## src/rtl/isp_pkg.sv

```systemverilog
// ----------------------------------------------------------------------------
// isp_pkg: shared types and constants for the sensor poll block
// Sequencer step codes, slot result word, register map and the
// thermometer-bar mapping for the received temperature byte.
// ----------------------------------------------------------------------------
package isp_pkg;

	// Register map
	localparam int unsigned ADDR_W = 3;
	localparam logic [0:0] REG_DEV_ADDR = 1'b0;
	localparam logic [0:0] REG_REG_PTR  = 1'b1;

	// Reset values of the configuration registers
	localparam logic [6:0] DEV_ADDR_RST = 7'd77;
	localparam logic [7:0] REG_PTR_RST  = 8'd0;

	// Thermometer band edges and relay trip point
	localparam logic [7:0] BAR_LO    = 8'd30;
	localparam logic [7:0] BAR_B1    = 8'd35;
	localparam logic [7:0] BAR_B2    = 8'd40;
	localparam logic [7:0] BAR_B3    = 8'd45;
	localparam logic [7:0] BAR_B4    = 8'd50;
	localparam logic [7:0] BAR_B5    = 8'd55;
	localparam logic [7:0] BAR_HI    = 8'd60;
	localparam logic [7:0] RELAY_TEMP = 8'd50;

	// Bit counts within a START or STOP condition and per byte
	localparam logic [3:0] COND_PH0   = 4'd0;
	localparam logic [3:0] COND_PH1   = 4'd1;
	localparam logic [3:0] COND_PH2   = 4'd2;
	localparam logic [3:0] BYTE_BITS  = 4'd8;

	// Transaction sequencer steps
	typedef enum logic [3:0] {
		ST_IDLE    = 4'd0,
		ST_START   = 4'd1,
		ST_ADDRW   = 4'd2,
		ST_ACK1    = 4'd3,
		ST_REG     = 4'd4,
		ST_ACK2    = 4'd5,
		ST_RESTART = 4'd6,
		ST_ADDRR   = 4'd7,
		ST_ACK3    = 4'd8,
		ST_READ    = 4'd9,
		ST_NACK    = 4'd10,
		ST_STOP    = 4'd11
	} step_t;

	// One slot's result word
	typedef struct packed {
		logic       scl_level;
		logic       sda_level;
		logic       sda_drive;
		logic       busy_res;
		logic       reading_valid;
		logic [7:0] temperature;
		logic [5:0] led_bar;
		logic       relay_on;
	} slot_res_t;

	// Map a temperature to the six-LED thermometer code
	function automatic logic [5:0] bar_of(input logic [7:0] t);
		logic [5:0] bar;
		if (t < BAR_LO || t > BAR_HI) begin
			bar = 6'h00;
		end else if (t < BAR_B1) begin
			bar = 6'h01;
		end else if (t < BAR_B2) begin
			bar = 6'h03;
		end else if (t < BAR_B3) begin
			bar = 6'h07;
		end else if (t < BAR_B4) begin
			bar = 6'h0F;
		end else if (t < BAR_B5) begin
			bar = 6'h1F;
		end else begin
			bar = 6'h3F;
		end
		return bar;
	endfunction

endpackage

```

## src/rtl/isp_if.sv

```systemverilog
// ----------------------------------------------------------------------------
// isp_if: valid/ready channels of the sensor poll block
// Input channel carries one bus slot (start request, sampled SDA); output
// channel carries the bus levels and the latest reading for that slot.
// ----------------------------------------------------------------------------
interface isp_in_if;
	logic valid;
	logic ready;
	logic start_request;
	logic sda_in;

	modport source (output valid, output start_request, output sda_in, input ready);
	modport sink   (input valid, input start_request, input sda_in, output ready);
endinterface

interface isp_out_if;
	logic       valid;
	logic       ready;
	logic       scl_level;
	logic       sda_level;
	logic       sda_drive;
	logic       busy_res;
	logic       reading_valid;
	logic [7:0] temperature;
	logic [5:0] led_bar;
	logic       relay_on;

	modport source (
		output valid, output scl_level, output sda_level, output sda_drive,
		output busy_res, output reading_valid, output temperature,
		output led_bar, output relay_on, input ready
	);
	modport sink (
		input valid, input scl_level, input sda_level, input sda_drive,
		input busy_res, input reading_valid, input temperature,
		input led_bar, input relay_on, output ready
	);
endinterface

```

## src/rtl/isp_seq.sv

```systemverilog
// ----------------------------------------------------------------------------
// isp_seq: I2C register-read sequencer
// Walks START, address+W, pointer, repeated START, address+R, eight read
// bits, NACK and STOP, one slot per step enable; keeps the last reading.
// ----------------------------------------------------------------------------
module isp_seq (
	input  logic                 clk,
	input  logic                 arst_n,
	input  logic                 step_en,
	input  logic                 start_request,
	input  logic                 sda_in,
	input  logic [6:0]           device_address,
	input  logic [7:0]           register_pointer,
	output isp_pkg::slot_res_t   res
);

	isp_pkg::step_t step_q, step_d, step_succ;
	logic [3:0]     bit_cnt_q, bit_cnt_d, bit_inc;
	logic           phase_q, phase_d;
	logic [7:0]     shift_q, shift_d;
	logic [7:0]     temp_q, temp_d;
	logic [5:0]     bar_q, bar_d;
	logic           relay_q, relay_d;
	logic           scl, lvl, drv, rd_valid;

	assign step_succ = isp_pkg::step_t'(step_q + 4'd1);
	assign bit_inc   = bit_cnt_q + 4'd1;

	// Next state of the sequencer and the reading
	always_comb begin
		step_d    = step_q;
		bit_cnt_d = bit_cnt_q;
		phase_d   = phase_q;
		shift_d   = shift_q;
		temp_d    = temp_q;
		bar_d     = bar_q;
		relay_d   = relay_q;
		unique case (step_q)
			isp_pkg::ST_START, isp_pkg::ST_RESTART: begin
				if (bit_cnt_q == isp_pkg::COND_PH0) begin
					bit_cnt_d = isp_pkg::COND_PH1;
				end else if (bit_cnt_q == isp_pkg::COND_PH1) begin
					bit_cnt_d = isp_pkg::COND_PH2;
				end else begin
					bit_cnt_d = '0;
					phase_d   = 1'b0;
					if (step_q == isp_pkg::ST_START) begin
						step_d  = isp_pkg::ST_ADDRW;
						shift_d = {device_address, 1'b0};
					end else begin
						step_d  = isp_pkg::ST_ADDRR;
						shift_d = {device_address, 1'b1};
					end
				end
			end
			isp_pkg::ST_ADDRW, isp_pkg::ST_REG, isp_pkg::ST_ADDRR: begin
				if (!phase_q) begin
					phase_d = 1'b1;
				end else begin
					phase_d = 1'b0;
					shift_d = {shift_q[6:0], 1'b0};
					if (bit_inc >= isp_pkg::BYTE_BITS) begin
						bit_cnt_d = '0;
						step_d    = step_succ;
					end else begin
						bit_cnt_d = bit_inc;
					end
				end
			end
			isp_pkg::ST_ACK1, isp_pkg::ST_ACK2, isp_pkg::ST_ACK3: begin
				if (!phase_q) begin
					phase_d = 1'b1;
				end else begin
					phase_d   = 1'b0;
					bit_cnt_d = '0;
					step_d    = step_succ;
					if (step_q == isp_pkg::ST_ACK1) begin
						shift_d = register_pointer;
					end else if (step_q == isp_pkg::ST_ACK3) begin
						shift_d = '0;
					end
				end
			end
			isp_pkg::ST_READ: begin
				if (!phase_q) begin
					phase_d = 1'b1;
					shift_d = {shift_q[6:0], sda_in};
				end else begin
					phase_d = 1'b0;
					if (bit_inc >= isp_pkg::BYTE_BITS) begin
						bit_cnt_d = '0;
						step_d    = isp_pkg::ST_NACK;
					end else begin
						bit_cnt_d = bit_inc;
					end
				end
			end
			isp_pkg::ST_NACK: begin
				if (!phase_q) begin
					phase_d = 1'b1;
				end else begin
					phase_d   = 1'b0;
					bit_cnt_d = '0;
					step_d    = isp_pkg::ST_STOP;
				end
			end
			isp_pkg::ST_STOP: begin
				if (bit_cnt_q == isp_pkg::COND_PH0) begin
					bit_cnt_d = isp_pkg::COND_PH1;
				end else if (bit_cnt_q == isp_pkg::COND_PH1) begin
					bit_cnt_d = isp_pkg::COND_PH2;
				end else begin
					temp_d    = shift_q;
					bar_d     = isp_pkg::bar_of(shift_q);
					relay_d   = (shift_q == isp_pkg::RELAY_TEMP);
					bit_cnt_d = '0;
					phase_d   = 1'b0;
					step_d    = isp_pkg::ST_IDLE;
				end
			end
			default: begin
				// idle, and any unused step code
				step_d    = isp_pkg::ST_IDLE;
				bit_cnt_d = '0;
				phase_d   = 1'b0;
				if (start_request) begin
					step_d    = isp_pkg::ST_START;
					bit_cnt_d = isp_pkg::COND_PH1;
				end
			end
		endcase
	end

	// Bus levels driven for this slot
	always_comb begin
		scl      = 1'b1;
		lvl      = 1'b1;
		drv      = 1'b0;
		rd_valid = 1'b0;
		unique case (step_q)
			isp_pkg::ST_START, isp_pkg::ST_RESTART: begin
				drv = 1'b1;
				if (bit_cnt_q == isp_pkg::COND_PH0) begin
					scl = 1'b1;
					lvl = 1'b1;
				end else if (bit_cnt_q == isp_pkg::COND_PH1) begin
					scl = 1'b1;
					lvl = 1'b0;
				end else begin
					scl = 1'b0;
					lvl = 1'b0;
				end
			end
			isp_pkg::ST_ADDRW, isp_pkg::ST_REG, isp_pkg::ST_ADDRR: begin
				drv = 1'b1;
				lvl = shift_q[7];
				scl = !phase_q;
			end
			isp_pkg::ST_ACK1, isp_pkg::ST_ACK2, isp_pkg::ST_ACK3: begin
				lvl = 1'b0;
				scl = !phase_q;
				drv = phase_q;
			end
			isp_pkg::ST_READ: begin
				drv = 1'b0;
				lvl = 1'b0;
				scl = !phase_q;
			end
			isp_pkg::ST_NACK: begin
				drv = 1'b1;
				lvl = 1'b1;
				scl = !phase_q;
			end
			isp_pkg::ST_STOP: begin
				drv = 1'b1;
				if (bit_cnt_q == isp_pkg::COND_PH0) begin
					scl = 1'b0;
					lvl = 1'b0;
				end else if (bit_cnt_q == isp_pkg::COND_PH1) begin
					scl = 1'b1;
					lvl = 1'b0;
				end else begin
					scl      = 1'b1;
					lvl      = 1'b1;
					rd_valid = 1'b1;
				end
			end
			default: begin
				drv = start_request;
			end
		endcase
	end

	// Result word for this slot
	always_comb begin
		res.scl_level     = scl;
		res.sda_level     = lvl;
		res.sda_drive     = drv;
		res.busy_res      = (step_d != isp_pkg::ST_IDLE);
		res.reading_valid = rd_valid;
		res.temperature   = temp_d;
		res.led_bar       = bar_d;
		res.relay_on      = relay_d;
	end

	// Advance one slot per accepted word
	always_ff @(posedge clk or negedge arst_n) begin
		if (!arst_n) begin
			step_q    <= isp_pkg::ST_IDLE;
			bit_cnt_q <= '0;
			phase_q   <= 1'b0;
			shift_q   <= '0;
			temp_q    <= '0;
			bar_q     <= '0;
			relay_q   <= 1'b0;
		end else if (step_en) begin
			step_q    <= step_d;
			bit_cnt_q <= bit_cnt_d;
			phase_q   <= phase_d;
			shift_q   <= shift_d;
			temp_q    <= temp_d;
			bar_q     <= bar_d;
			relay_q   <= relay_d;
		end
	end

	a_stop_idles: assert property (@(posedge clk) disable iff (!arst_n)
		step_en && rd_valid |-> !res.busy_res)
		else $error("reading completed while sequencer stays busy");

	a_bar_tracks_temp: assert property (@(posedge clk) disable iff (!arst_n)
		bar_q == isp_pkg::bar_of(temp_q) && relay_q == (temp_q == isp_pkg::RELAY_TEMP))
		else $error("bar or relay out of step with temperature");

	a_release_only_on_ack: assert property (@(posedge clk) disable iff (!arst_n)
		step_q != isp_pkg::ST_IDLE && !drv |->
		(step_q == isp_pkg::ST_READ || step_q == isp_pkg::ST_ACK1 ||
		 step_q == isp_pkg::ST_ACK2 || step_q == isp_pkg::ST_ACK3))
		else $error("SDA released outside acknowledge or read bit");

endmodule

```

## src/rtl/i2c_sensor_poll_bar_graph_top.sv

```systemverilog
// ----------------------------------------------------------------------------
// i2c_sensor_poll_bar_graph_top: I2C sensor poll with LED bar and relay
// Bit-banged I2C register read, one bus slot per input word, with an APB
// register port for the slave address and the register pointer.
// ----------------------------------------------------------------------------
// Result word: registered, offered in the cycle after its slot is taken.
// Throughput: one slot word per cycle while out_ch is not stalled; the output
//   register takes a new word in the cycle its old one is drained.
// A full read transaction spans 81 slots from the start request to STOP.
// Reset (arst_n low): sequencer idle, reading, bar and relay zero, address 77,
//   pointer 0, output register empty.
module i2c_sensor_poll_bar_graph_top (
	input  logic                        clk,
	input  logic                        arst_n,
	input  logic                        psel,
	input  logic                        penable,
	input  logic                        pwrite,
	input  logic [isp_pkg::ADDR_W-1:0]  paddr,
	input  logic [31:0]                 pwdata,
	output logic [31:0]                 prdata,
	output logic                        pready,
	isp_in_if.sink                      in_ch,
	isp_out_if.source                   out_ch
);

	logic [6:0]         dev_addr_q;
	logic [7:0]         reg_ptr_q;
	logic               cfg_wr;
	logic               accept;
	isp_pkg::slot_res_t slot_res;
	isp_pkg::slot_res_t res_q;
	logic               res_valid_q;

	// Register port
	assign pready = 1'b1;
	assign cfg_wr = psel && penable && pwrite && pready;

	always_ff @(posedge clk or negedge arst_n) begin
		if (!arst_n) begin
			dev_addr_q <= isp_pkg::DEV_ADDR_RST;
			reg_ptr_q  <= isp_pkg::REG_PTR_RST;
		end else if (cfg_wr) begin
			unique case (paddr[2])
				isp_pkg::REG_DEV_ADDR: dev_addr_q <= pwdata[6:0];
				isp_pkg::REG_REG_PTR:  reg_ptr_q  <= pwdata[7:0];
				default: ;
			endcase
		end
	end

	always_comb begin
		unique case (paddr[2])
			isp_pkg::REG_DEV_ADDR: prdata = {25'd0, dev_addr_q};
			isp_pkg::REG_REG_PTR:  prdata = {24'd0, reg_ptr_q};
			default:               prdata = '0;
		endcase
	end

	// Take a slot word whenever the output register is free or draining
	assign in_ch.ready = !res_valid_q || out_ch.ready;
	assign accept      = in_ch.valid && in_ch.ready;

	isp_seq u_seq (
		.clk              (clk),
		.arst_n           (arst_n),
		.step_en          (accept),
		.start_request    (in_ch.start_request),
		.sda_in           (in_ch.sda_in),
		.device_address   (dev_addr_q),
		.register_pointer (reg_ptr_q),
		.res              (slot_res)
	);

	// Hold the result word until taken
	always_ff @(posedge clk or negedge arst_n) begin
		if (!arst_n) begin
			res_valid_q <= 1'b0;
		end else begin
			res_valid_q <= accept || (res_valid_q && !out_ch.ready);
		end
	end

	always_ff @(posedge clk) begin
		if (accept) begin
			res_q <= slot_res;
		end
	end

	assign out_ch.valid         = res_valid_q;
	assign out_ch.scl_level     = res_q.scl_level;
	assign out_ch.sda_level     = res_q.sda_level;
	assign out_ch.sda_drive     = res_q.sda_drive;
	assign out_ch.busy_res      = res_q.busy_res;
	assign out_ch.reading_valid = res_q.reading_valid;
	assign out_ch.temperature   = res_q.temperature;
	assign out_ch.led_bar       = res_q.led_bar;
	assign out_ch.relay_on      = res_q.relay_on;

	a_idle_scl_high: assert property (@(posedge clk) disable iff (!arst_n)
		out_ch.valid && !out_ch.busy_res && !out_ch.reading_valid |-> out_ch.scl_level)
		else $error("SCL low on an idle bus");

	a_stop_bus_free: assert property (@(posedge clk) disable iff (!arst_n)
		out_ch.valid && out_ch.reading_valid |->
		out_ch.scl_level && out_ch.sda_level && out_ch.sda_drive && !out_ch.busy_res)
		else $error("STOP slot without released bus levels");

	a_word_loaded: assert property (@(posedge clk) disable iff (!arst_n)
		accept |=> res_valid_q)
		else $error("accepted slot word missing from output register");

endmodule

```

## src/flat_wrapper.sv

```systemverilog
// flat-port wrapper written by rule: the top's interface ports become plain ports
module i2c_sensor_poll_bar_graph_top_flat 
  (clk, arst_n, psel, penable, pwrite, paddr, pwdata, prdata, pready, in_ch_valid, in_ch_start_request, in_ch_sda_in, in_ch_ready, out_ch_valid, out_ch_scl_level, out_ch_sda_level, out_ch_sda_drive, out_ch_busy_res, out_ch_reading_valid, out_ch_temperature, out_ch_led_bar, out_ch_relay_on, out_ch_ready);
  isp_in_if in_ch_i ();
  isp_out_if out_ch_i ();
  input  logic clk;
  input  logic arst_n;
  input  logic psel;
  input  logic penable;
  input  logic pwrite;
  input  logic [isp_pkg::ADDR_W-1:0] paddr;
  input  logic [31:0] pwdata;
  output logic [31:0] prdata;
  output logic pready;
  input wire logic [$bits(in_ch_i.valid)-1:0] in_ch_valid;
  input wire logic [$bits(in_ch_i.start_request)-1:0] in_ch_start_request;
  input wire logic [$bits(in_ch_i.sda_in)-1:0] in_ch_sda_in;
  output wire logic [$bits(in_ch_i.ready)-1:0] in_ch_ready;
  output wire logic [$bits(out_ch_i.valid)-1:0] out_ch_valid;
  output wire logic [$bits(out_ch_i.scl_level)-1:0] out_ch_scl_level;
  output wire logic [$bits(out_ch_i.sda_level)-1:0] out_ch_sda_level;
  output wire logic [$bits(out_ch_i.sda_drive)-1:0] out_ch_sda_drive;
  output wire logic [$bits(out_ch_i.busy_res)-1:0] out_ch_busy_res;
  output wire logic [$bits(out_ch_i.reading_valid)-1:0] out_ch_reading_valid;
  output wire logic [$bits(out_ch_i.temperature)-1:0] out_ch_temperature;
  output wire logic [$bits(out_ch_i.led_bar)-1:0] out_ch_led_bar;
  output wire logic [$bits(out_ch_i.relay_on)-1:0] out_ch_relay_on;
  input wire logic [$bits(out_ch_i.ready)-1:0] out_ch_ready;
  assign in_ch_i.valid = in_ch_valid;
  assign in_ch_i.start_request = in_ch_start_request;
  assign in_ch_i.sda_in = in_ch_sda_in;
  assign in_ch_ready = in_ch_i.ready;
  assign out_ch_valid = out_ch_i.valid;
  assign out_ch_scl_level = out_ch_i.scl_level;
  assign out_ch_sda_level = out_ch_i.sda_level;
  assign out_ch_sda_drive = out_ch_i.sda_drive;
  assign out_ch_busy_res = out_ch_i.busy_res;
  assign out_ch_reading_valid = out_ch_i.reading_valid;
  assign out_ch_temperature = out_ch_i.temperature;
  assign out_ch_led_bar = out_ch_i.led_bar;
  assign out_ch_relay_on = out_ch_i.relay_on;
  assign out_ch_i.ready = out_ch_ready;
  i2c_sensor_poll_bar_graph_top u_core (.clk(clk), .arst_n(arst_n), .psel(psel), .penable(penable), .pwrite(pwrite), .paddr(paddr), .pwdata(pwdata), .prdata(prdata), .pready(pready), .in_ch(in_ch_i), .out_ch(out_ch_i));
endmodule
```

## config.mk

```make
export PLATFORM = sky130hd
export DESIGN_NAME = i2c_sensor_poll_bar_graph_top_flat
export DESIGN_NICKNAME = d
export VERILOG_FILES = /design/src/rtl/isp_pkg.sv /design/src/rtl/isp_if.sv /design/src/rtl/isp_seq.sv /design/src/rtl/i2c_sensor_poll_bar_graph_top.sv /design/src/flat_wrapper.sv
export SDC_FILE = /design/constraint.sdc
export NUM_CORES = 1
export LEC_CHECK = 0
export BUFFER_PORTS_ARGS = -buffer_cell sky130_fd_sc_hd__buf_2
export CORE_MARGIN = 5
export CORE_UTILIZATION = 48
export DETAILED_ROUTE_END_ITERATION = 10
export PLACE_DENSITY = 0.79
export SLEW_MARGIN = 20
export SYNTH_ARGS = -nofsm -noshare
export SYNTH_HDL_FRONTEND = slang
export SYNTH_SLANG_ARGS = --single-unit
export TNS_END_PERCENT = 10
```

## constraint.sdc

```tcl
create_clock -name clk -period 2.3 [get_ports clk]
set_clock_uncertainty 0.1 [all_clocks]
set_input_delay 0.23 -clock clk [delete_from_list [all_inputs] [get_ports clk]]
set_output_delay 0.23 -clock clk [all_outputs]
set_load 0.005 [all_outputs]
```

==> results.json, run 1 <==
{
  "outcome": "finished with violations",
  "violations": "setup timing",
  "worstSkewPairLatency_ns": 0.34,
  "max_freq_mhz": 411.4,
  "utilization_pct": 60.22,
  "crit_path_end_kind": "flop",
  "antenna_found_initial": 0,
  "start_util_pct": 49.78,
  "yosys.area.top_type_share_pct": 28.33,
  "switchingPower_mw": 2.623,
  "r2r_end": "u_core.out_ch.busy_res",
  "yosys-top-cells-area": "dfrtp_1 28%, edfxtp_1 15%, mux2_2 12%",
  "reg2reg_from": "u_core.u_seq.step_q[1]",
  "start_kind": "flop",
  "setup_viol": 5,
  "synthesis.area_mm2": 0.003886,
  "vias_per_cell": 5.479,
  "peakVddDrop_uv": 485.2,
  "path_cells": "inv_2 > ha_4 > mux2_4 > mux2_4 > o21ai_2 > a22o_1 > o311ai_1 > or4_1",
  "route.detailed.drc": 0,
  "yosysUniqueCellTypes": 58,
  "yosys.cell_count.top_type": "nand2_1",
  "dp_hpwl_um": 6544,
  "gp_congestion": 0.9529,
  "yosysTopAreaCell": "dfrtp_1",
  "holdPathEnd": "u_core.out_ch.valid",
  "crit_required_ns": 2.27,
  "setup.worst_path.start": "u_core.u_seq.step_q[1]",
  "syn_to_final_growth_pct": 20.99,
  "drive_gt1_share_pct": 38.30,
  "diodes": 0,
  "ys_seq_area_share_pct": 46.49,
  "num_vias": 3134,
  "wl_per_cell_um": 15.34,
  "cp.depth": 8,
  "ios": 99,
  "cts_sinks": 68,
  "fin_crit_sh_pct": 105.7,
  "num_rows": 32,
  "worstPathArrival_ns": 2.40,
  "die_x_um": 99.98,
  "cts_buffer_depth": 2,
  "finalCriticalPeriod_ns": 2.431,
  "track_usage_pct": 18.01,
  "crit_path_top_delay_cell": "or4_1",
  "setup_ws_ns": -0.1308,
  "synth_warnings": 0,
  "path_buf_inv": 1,
  "rsz0062_at_grt": "true",
  "p_comb_share_pct": 53.6,
  "synth_seq_cells": 68,
  "synth_cells": 377,
  "hp-class": "input port to flop",
  "dieArea_mm2": 0.009996,
  "placed_area_mm2": 0.004447,
  "worst_pin_slew_ns": 0.7284,
  "hold_viol_final": 0,
  "hold_depth": 2,
  "io_buffers": 47,
  "wl_met3_um": 578,
  "firstDrtPassIters": 6,
  "power_leakage_nw": 2.100,
  "rr_worst_depth": 8,
  "synth_edf_count": 20,
  "rrSetupSlack_ns": -0.13,
  "synthArstFlopShare_pct": 70.59,
  "wl_met2_um": 4127,
  "num-fill-cells": 645,
  "h-tree-depth": 3,
  "fp.dieH_um": 99.98,
  "crit_family": "multiplexers",
  "p_int_mw": 3.996,
  "grt_max_degree": 36,
  "drv_slew": 0,
  "synth.top_cells.by_count": "46 x nand2_1, 44 x dfrtp_1, 40 x mux2_2",
  "drt_wl_total_um": 8775,
  "postRouteAntennaNets": 0,
  "cts_buffers": 9,
  "highest_layer": "met4",
  "ys.flop_type": "dfrtp_1",
  "cp_common_cell": "mux2_4",
  "wl_met1_um": 3920,
  "hold_start": "in_ch_valid",
  "clk_pin_slew_ns": 0.07,
  "grt_pass1_wl_um": 14700,
  "grt_pass1_vias": 3047,
  "drtIter0Drc": 285,
  "slew_headroom_pct": 51.44,
  "swShare_pct": 39.62,
  "cts-root-buf": "clkbuf_8",
  "worstSetupPathType": "flop to flop",
  "avgSynthCellArea_um2": 10.31,
  "nNetsFinal": 517,
  "fin_total_pwr_mw": 6.619,
  "drv_cap": 0,
  "core_mm2": 0.007807,
  "fin_area_mm2": 0.004702,
  "cp_max_fo": 5,
  "grt-ovfl-total": 0,
  "critPathMaxStageDelay_ns": 0.49,
  "power_frac_clock_pct": 13.9,
  "p_seq_share_pct": 32.4,
  "cts_tree": "built",
  "p_per_area_mw_per_mm2": 1408
}
final cells by class:
class	count	area, µm²	share of cell area, %
clock buffer	11	131.4	2.794
clock inverter	5	52.55	1.118
inverter	11	41.29	0.8781
multi-input combinational	274	1886	40.10
sequential	68	1808	38.45
tap	102	127.6	2.714
timing repair buffer	101	655.6	13.94
state kept, by name, summed over array words and instances (netlist names), 4 cells and up:
name,flops
u_core.dev_addr_q,7
u_core.out_ch.led_bar,6
u_core.out_ch.temperature,8
u_core.reg_ptr_q,8
u_core.u_seq.bar_q,6
u_core.u_seq.bit_cnt_q,4
u_core.u_seq.shift_q,8
u_core.u_seq.step_q,4
u_core.u_seq.temp_q,8
routing by layer:
layer | GRT usage [%] | vias to the layer above
met5 | 0 | -
met3 | 2.988 | 13
met4 | 5.699 | 0
met1 | 25.33 | 1496
li1 | - | 1497
met2 | 28.58 | 128
placed cells by master, fill, tap and decap left out, types with 3 or more instances in the layout:
cell type	netlist	layout
nand2b_1	4	4
clkbuf_8	0	9
nor3_1	3	3
o2111ai_1	3	3
clkinv_2	0	3
conb_1	2	25
buf_4	25	52
nand3_1	10	10
o21a_1	3	3
inv_2	2	4
o211ai_1	5	5
ha_1	8	4
nor2_1	18	18
inv_1	9	7
edfxtp_1	20	20
ha_2	0	3
buf_2	5	47
a21oi_1	18	18
a222oi_1	7	7
a21o_1	3	3
o31ai_1	6	6
dfrtp_1	44	43
dfstp_2	4	4
o21ai_1	1	4
nor2b_1	6	5
a31oi_1	3	3
nand2_1	46	46
mux2_2	40	40
o22ai_1	4	3
a211oi_1	3	3
o21ai_0	24	19
what timing repair did:
action                                  in CTS  in global routing
endpoints found under the setup margin      29                 18
gates resized for setup                      6                  5
cloned                                       0                  0
buffers inserted                             2                  0
hold buffers                                 1                  0
pin swaps                                    2                  3
endpoints found under the hold margin       25                  0
power groups by stage:
stage / Clock, mW / Combinational, mW / Sequential, mW
2_1_floorplan: 0 / 2.30 / 1.95
3_3_place_gp: 0 / 3.29 / 2.13
3_5_place_dp: 0 / 3.35 / 2.16
4_1_cts: 0.945 / 3.47 / 2.13
5_1_grt: 0.999 / 3.90 / 2.21
6_report: 0.923 / 3.55 / 2.15
worst register-to-register path: cells and delay by family, from the launching register on:
| family | cells | cell delay, ns |
|---|---|---|
| muxes | 2 | 0.57 |
| and+or+nand+nor | 1 | 0.49 |
| DFF | 1 | 0.42 |
| AOI/OAI and AO/OA | 3 | 0.32 |
| adders and majority gates | 1 | 0.18 |
| buffers and inverters | 1 | 0.08 |
kinds of logic (layout without fill, tap and decap cells):
kind of cell | count (synthesis) | in the layout | share of synthesized area, %
adders and majority gates | 8 | 8 | 2.576
muxes | 45 | 45 | 13.14
DFF | 68 | 68 | 46.49
and+or+nand+nor | 100 | 100 | 12.01
buffers and inverters | 58 | 128 | 8.661
other | 2 | 25 | 0.1932
xor gates and xnor gates | 2 | 2 | 0.4508
AOI/OAI and AO/OA | 94 | 94 | 16.48
stage by stage:
| stage | setup TNS, ns | setup slack, ns | hold slack [ns] | std cells |
|---|---|---|---|---|
| 6_report | -0.1965 | -0.1308 | 0.02472 | 572 |
| 5_1_grt | -1.003 | -0.2221 | 0.02579 | 572 |
| 3_3_place_gp | -1.073 | -0.1912 | 0.004343 | 553 |
| 3_5_place_dp | -2.292 | -0.2445 | 0.007611 | 553 |
| 2_1_floorplan | -0.01387 | -0.01387 | -0.1656 | 400 |
| 4_1_cts | -0.1290 | -0.1290 | 0.01733 | 572 |
how the worst max path moves through the flow:
stage | slack, ns | endpoint
final | -0.13 | u_core.out_ch.busy_res
after global routing | -0.22 | u_core.out_ch.busy_res
after CTS | -0.13 | u_core.out_ch.busy_res
after detailed placement | -0.24 | u_core.out_ch.busy_res
after global placement | -0.19 | u_core.out_ch.busy_res
after floorplan | -0.01 | u_core.out_ch.busy_res
No activity file was read; power rests on OpenSTA's default activity.
==> inputs of run 2 (changes only) <==
--- a/config.mk
+++ b/config.mk
@@ -14,4 +14,3 @@
 export SYNTH_ARGS = -nofsm -noshare
 export SYNTH_HDL_FRONTEND = slang
 export SYNTH_SLANG_ARGS = --single-unit
-export TNS_END_PERCENT = 10
==> results.json, run 2 (synthesis results as in run 1) <==
{
  "vias_per_cell": 5.509,
  "layout_common_cells": "53 x buf_4, 47 x buf_2, 46 x nand2_1",
  "p_per_area_mw_per_mm2": 1432,
  "dieArea_mm2": 0.009996,
  "power_leakage_nw": 2.136,
  "fin_tns_setup_ns": -0.6986,
  "fp.dieH_um": 99.98,
  "antenna_found_initial": 0,
  "firstDrtPassIters": 5,
  "fin_crit_sh_pct": 105.7,
  "hold_depth": 2,
  "finalCriticalPeriod_ns": 2.430,
  "num-fill-cells": 627,
  "cts_sinks": 68,
  "grt-ovfl-total": 0,
  "syn_to_final_growth_pct": 23.89,
  "grt_pass1_vias": 3047,
  "violations": "setup timing",
  "final_common_cell": "buf_4",
  "drive_gt1_share_pct": 40.30,
  "grt_pass1_wl_um": 14700,
  "dpl_worst_slack_ns": -0.2445,
  "gp_congestion": 0.9529,
  "num_vias": 3173,
  "path_buf_inv": 1,
  "cts-root-buf": "clkbuf_8",
  "placed_area_mm2": 0.004447,
  "rsz0062_at_grt": "true",
  "hp-class": "input port to flop",
  "peakVddDrop_uv": 587.9,
  "cts_buffer_depth": 2,
  "ios": 99,
  "critPathMaxStageDelay_ns": 0.49,
  "diodes": 0,
  "setup_viol": 9,
  "cp_common_cell": "mux2_4",
  "grt_max_degree": 36,
  "drtIter0Drc": 278,
  "nNetsFinal": 521,
  "reg2reg_from": "u_core.u_seq.step_q[1]",
  "drv_cap": 0,
  "dp_hpwl_um": 6544,
  "crit_path_top_delay_cell": "or4_1",
  "rrSetupSlack_ns": -0.13,
  "start_util_pct": 49.78,
  "fin_area_mm2": 0.004815,
  "start_kind": "flop",
  "cp_max_fo": 5,
  "num_rows": 32,
  "setup_ws_ns": -0.1303,
  "worstPathArrival_ns": 2.40,
  "hold_start": "in_ch_valid",
  "postRouteAntennaNets": 0,
  "rr_worst_depth": 8,
  "h-tree-depth": 3,
  "drv_slew": 0,
  "path_cells": "inv_2 > ha_4 > mux2_4 > mux2_4 > o21ai_1 > a22o_1 > o311ai_1 > or4_1",
  "cts_tree": "built",
  "drt_wl_total_um": 9172,
  "fin_total_pwr_mw": 6.893,
  "crit_path_end_kind": "flop",
  "die_x_um": 99.98,
  "core_mm2": 0.007807,
  "max_freq_mhz": 411.5,
  "worstSkewPairLatency_ns": 0.34,
  "crit_family": "multiplexers",
  "cts_buffers": 9,
  "io_buffers": 47,
  "track_usage_pct": 18.01,
  "holdPathEnd": "u_core.out_ch.valid",
  "worstSetupPathType": "flop to flop",
  "outcome": "finished with violations",
  "wl_per_cell_um": 15.92,
  "crit_required_ns": 2.27,
  "r2r_end": "u_core.out_ch.busy_res",
  "clk_pin_slew_ns": 0.07,
  "hold_viol_final": 0,
  "route.detailed.drc": 0
}
==> run 2: changes by cell type in the layout (fill, tap and decap cells not counted), sizes merged <==
cell	before	now
buf	100	103
clkbuf	11	12
==> run 2: per-layer routing <==
metal / wire length, µm / share of wire (%) / track usage, %
met2: 4378 / 48 / 28.58
met1: 3982 / 43 / 25.33
met3: 584 / 6.4 / 2.988
met5: 0 / 0 / 0
met4: 226 / 2.5 / 5.699
==> run 2: power breakdown <==
part | switching, mW | internal [mW]
sequential | 0.413 | 1.74
combinational | 1.92 | 1.90
clock | 0.431 | 0.496
total | 2.76 | 4.13
==> run 2: worst max-delay path by stage <==
stage                     cells past startpoint                 startpoint                     end
after floorplan                               8     u_core.u_seq.step_q[1]  u_core.out_ch.busy_res
after global placement                        7  u_core.u_seq.bit_cnt_q[0]  u_core.out_ch.busy_res
after detailed placement                      7  u_core.u_seq.bit_cnt_q[0]  u_core.out_ch.busy_res
after CTS                                     8     u_core.u_seq.step_q[1]  u_core.out_ch.busy_res
after global routing                          8     u_core.u_seq.step_q[1]  u_core.out_ch.busy_res
final                                         8     u_core.u_seq.step_q[1]  u_core.out_ch.busy_res
==> run 2: layout make-up <==
cell class                      instances  area [µm²]  share of cell area [%]
Sequential cell                        68        1808                   37.55
Clock buffer                           11       131.4                   2.729
Tap cell                              102       127.6                   2.651
Clock inverter                          5       52.55                   1.091
Multi-Input combinational cell        274        1934                   40.18
Timing Repair Buffer                  105       719.4                   14.94
Inverter                               11       41.29                  0.8576
==> run 2: what timing repair did <==
action,CTS,global route
hold buffers,1,0
pin swaps,2,4
endpoints found under the hold margin,25,0
setup endpoints to repair,29,18
buffers inserted,2,3
gates resized for setup,6,19
gates cloned,0,1
==> run 2: worst reg2reg max path, cell delays in order, from the launching register on <==
cell      delay (ns)
dfrtp_1         0.42
inv_2           0.08
ha_4            0.18
mux2_4          0.27
mux2_4          0.29
o21ai_1         0.08
a22o_1          0.14
o311ai_1        0.10
or4_1           0.49
==> run 2: per-stage QoR <==
step | instances | util [%] | hold WS, ns
global route | 576 | 61.67 | 0.02524
finish | 576 | 61.67 | 0.02528
detailed placement | 553 | 56.96 | 0.007611
floorplan | 400 | - | -0.1656
CTS | 572 | 59.98 | 0.01733
global placement | 553 | 56.96 | 0.004343
==> inputs of run 3 (changes only) <==
--- a/config.mk
+++ b/config.mk
@@ -7,9 +7,9 @@
 export LEC_CHECK = 0
 export BUFFER_PORTS_ARGS = -buffer_cell sky130_fd_sc_hd__buf_2
 export CORE_MARGIN = 5
-export CORE_UTILIZATION = 48
+export CORE_UTILIZATION = 33
 export DETAILED_ROUTE_END_ITERATION = 10
-export PLACE_DENSITY = 0.79
+export PLACE_DENSITY = 0.59
 export SLEW_MARGIN = 20
 export SYNTH_ARGS = -nofsm -noshare
 export SYNTH_HDL_FRONTEND = slang
==> results.json, run 3 (synthesis results as in run 1) <==
{
  "grt_pass1_vias": 3097,
  "holdPathEnd": "u_core.out_ch.valid",
  "fin_cells": 620,
  "wl_per_cell_um": 16.21,
  "postRouteAntennaNets": 0,
  "fp.dieH_um": 118.5,
  "grt_pass1_wl_um": 16190,
  "crit_path_top_delay_cell": "or4_4",
  "setup_ws_ns": -0.1742,
  "worstSkewPairLatency_ns": 0.33,
  "setup_viol": 9,
  "die_x_um": 118.5,
  "outcome": "finished with violations",
  "start_util_pct": 33.89,
  "clk_pin_slew_ns": 0.05,
  "cts_buffer_depth": 2,
  "rr_worst_depth": 8,
  "r2r_end": "u_core.out_ch.busy_res",
  "drt_wl_total_um": 10050,
  "hold_slack_ns": 0.01569,
  "crit_required_ns": 2.26,
  "fin_total_pwr_mw": 7.319,
  "firstDrtPassIters": 5,
  "place_inst": 600,
  "num_vias": 3164,
  "vias_per_cell": 5.103,
  "grt_max_degree": 31,
  "antenna_found_initial": 0,
  "violations": "setup timing",
  "dp_hpwl_um": 7317,
  "reg2reg_from": "u_core.u_seq.step_q[0]",
  "dpl_worst_slack_ns": -0.2971,
  "max_freq_mhz": 404.2,
  "drv_cap": 0,
  "route.detailed.drc": 0,
  "drive_gt1_share_pct": 40.88,
  "met1_usage_pct": 19.50,
  "layout_common_cells": "58 x buf_4, 47 x buf_2, 46 x nand2_1",
  "finalCriticalPeriod_ns": 2.474,
  "drtIter0Drc": 122,
  "final_common_cell": "buf_4",
  "cts_tree": "built",
  "cts_sinks": 68,
  "drv_slew": 0,
  "hp-class": "input port to flop",
  "nNetsFinal": 524,
  "rrSetupSlack_ns": -0.17,
  "critPathMaxStageDelay_ns": 0.55,
  "rsz0062_at_grt": "true",
  "utilization_pct": 43.48,
  "cp_max_fo": 5,
  "fin_crit_sh_pct": 107.6,
  "ios": 99,
  "slew_headroom_pct": 63.70,
  "io_buffers": 47,
  "syn_to_final_growth_pct": 28.30,
  "worstPathArrival_ns": 2.44,
  "dieArea_mm2": 0.01405,
  "track_usage_pct": 14.12,
  "p_per_area_mw_per_mm2": 1468,
  "hold_start": "in_ch_valid",
  "cp_common_cell": "mux2_4",
  "path_cells": "inv_4 > ha_4 > mux2_4 > mux2_4 > o21ai_2 > a22o_1 > o311ai_1 > or4_4",
  "gp_congestion": 0.9161,
  "h-tree-depth": 3,
  "peakVddDrop_uv": 529.4,
  "gr-usage-met2_pct": 21.64,
  "hold_viol_final": 0,
  "hold_depth": 2,
  "num_rows": 39,
  "worst_pin_slew_ns": 0.5445,
  "start_kind": "flop",
  "met3_usage_pct": 3.820,
  "cts-root-buf": "clkbuf_16",
  "core_mm2": 0.01147,
  "crit_path_end_kind": "flop",
  "grt-ovfl-total": 0,
  "power_leakage_nw": 2.220,
  "cts_buffers": 9,
  "worstSetupPathType": "flop to flop",
  "diodes": 0,
  "grt_busiest_layer": "met2"
}
run 3: worst max-delay path, delay by kind of cell (launching register included):
kind,cells,cell delay [ns]
AND/OR/NAND/NOR,1,0.55
flip-flops,1,0.47
adder cells (fa/ha/maj),1,0.18
buffers and inverters,1,0.07
AO/OA/AOI/OAI,3,0.29
multiplexers,2,0.56
run 3: power breakdown:
group	switching (mW)	total, mW	internal (mW)
clock	0.527	1.32	0.797
combinational	1.92	3.84	1.92
sequential	0.410	2.15	1.74
total	2.86	7.32	4.46
run 3: metrics by stage:
| stage | TNS [ns] | area, µm² |
|---|---|---|
| floorplan | -0.01387 | 4006 |
| global placement | -2.388 | 4556 |
| detailed placement | -2.745 | 4556 |
| CTS | -0.1748 | 4892 |
| global route | -1.307 | 4986 |
| finish | -0.5964 | 4986 |
run 3: cell type report:
type / instances / area (µm²)
Clock buffer: 11 / 254.0
Clock inverter: 5 / 31.28
Fill cell: 1107 / 6481
Inverter: 11 / 43.79
Multi-Input combinational cell: 274 / 1948
Sequential cell: 68 / 1809
Tap cell: 143 / 178.9
Timing Repair Buffer: 108 / 720.7
run 3: worst max-delay path by stage:
stage | start | to | slack [ns] | depth (start not counted)
2_1_floorplan | u_core.u_seq.step_q[1] | u_core.out_ch.busy_res | -0.01 | 8
5_1_grt | u_core.u_seq.step_q[0] | u_core.out_ch.busy_res | -0.25 | 8
3_5_place_dp | u_core.u_seq.bit_cnt_q[0] | u_core.out_ch.busy_res | -0.30 | 7
3_3_place_gp | u_core.u_seq.bit_cnt_q[0] | u_core.out_ch.busy_res | -0.23 | 7
6_report | u_core.u_seq.step_q[0] | u_core.out_ch.busy_res | -0.17 | 8
4_1_cts | u_core.u_seq.step_q[0] | u_core.out_ch.busy_res | -0.17 | 8
run 3: repair_timing:
action                                  in CTS  in global routing
endpoints found under the setup margin      35                 18
gates cloned                                 0                  0
pin swaps                                    1                  4
hold buffers                                 1                  0
gates resized for setup                      6                 15
buffers inserted                             1                  2
endpoints found under the hold margin       19                  0
run 3: layer usage:
layer  routed length [µm]  share of wire [%]
met3                  635                6.3
met2                 4599                 46
met1                 4679                 47
met5                    0                  0
met4                  133                1.3
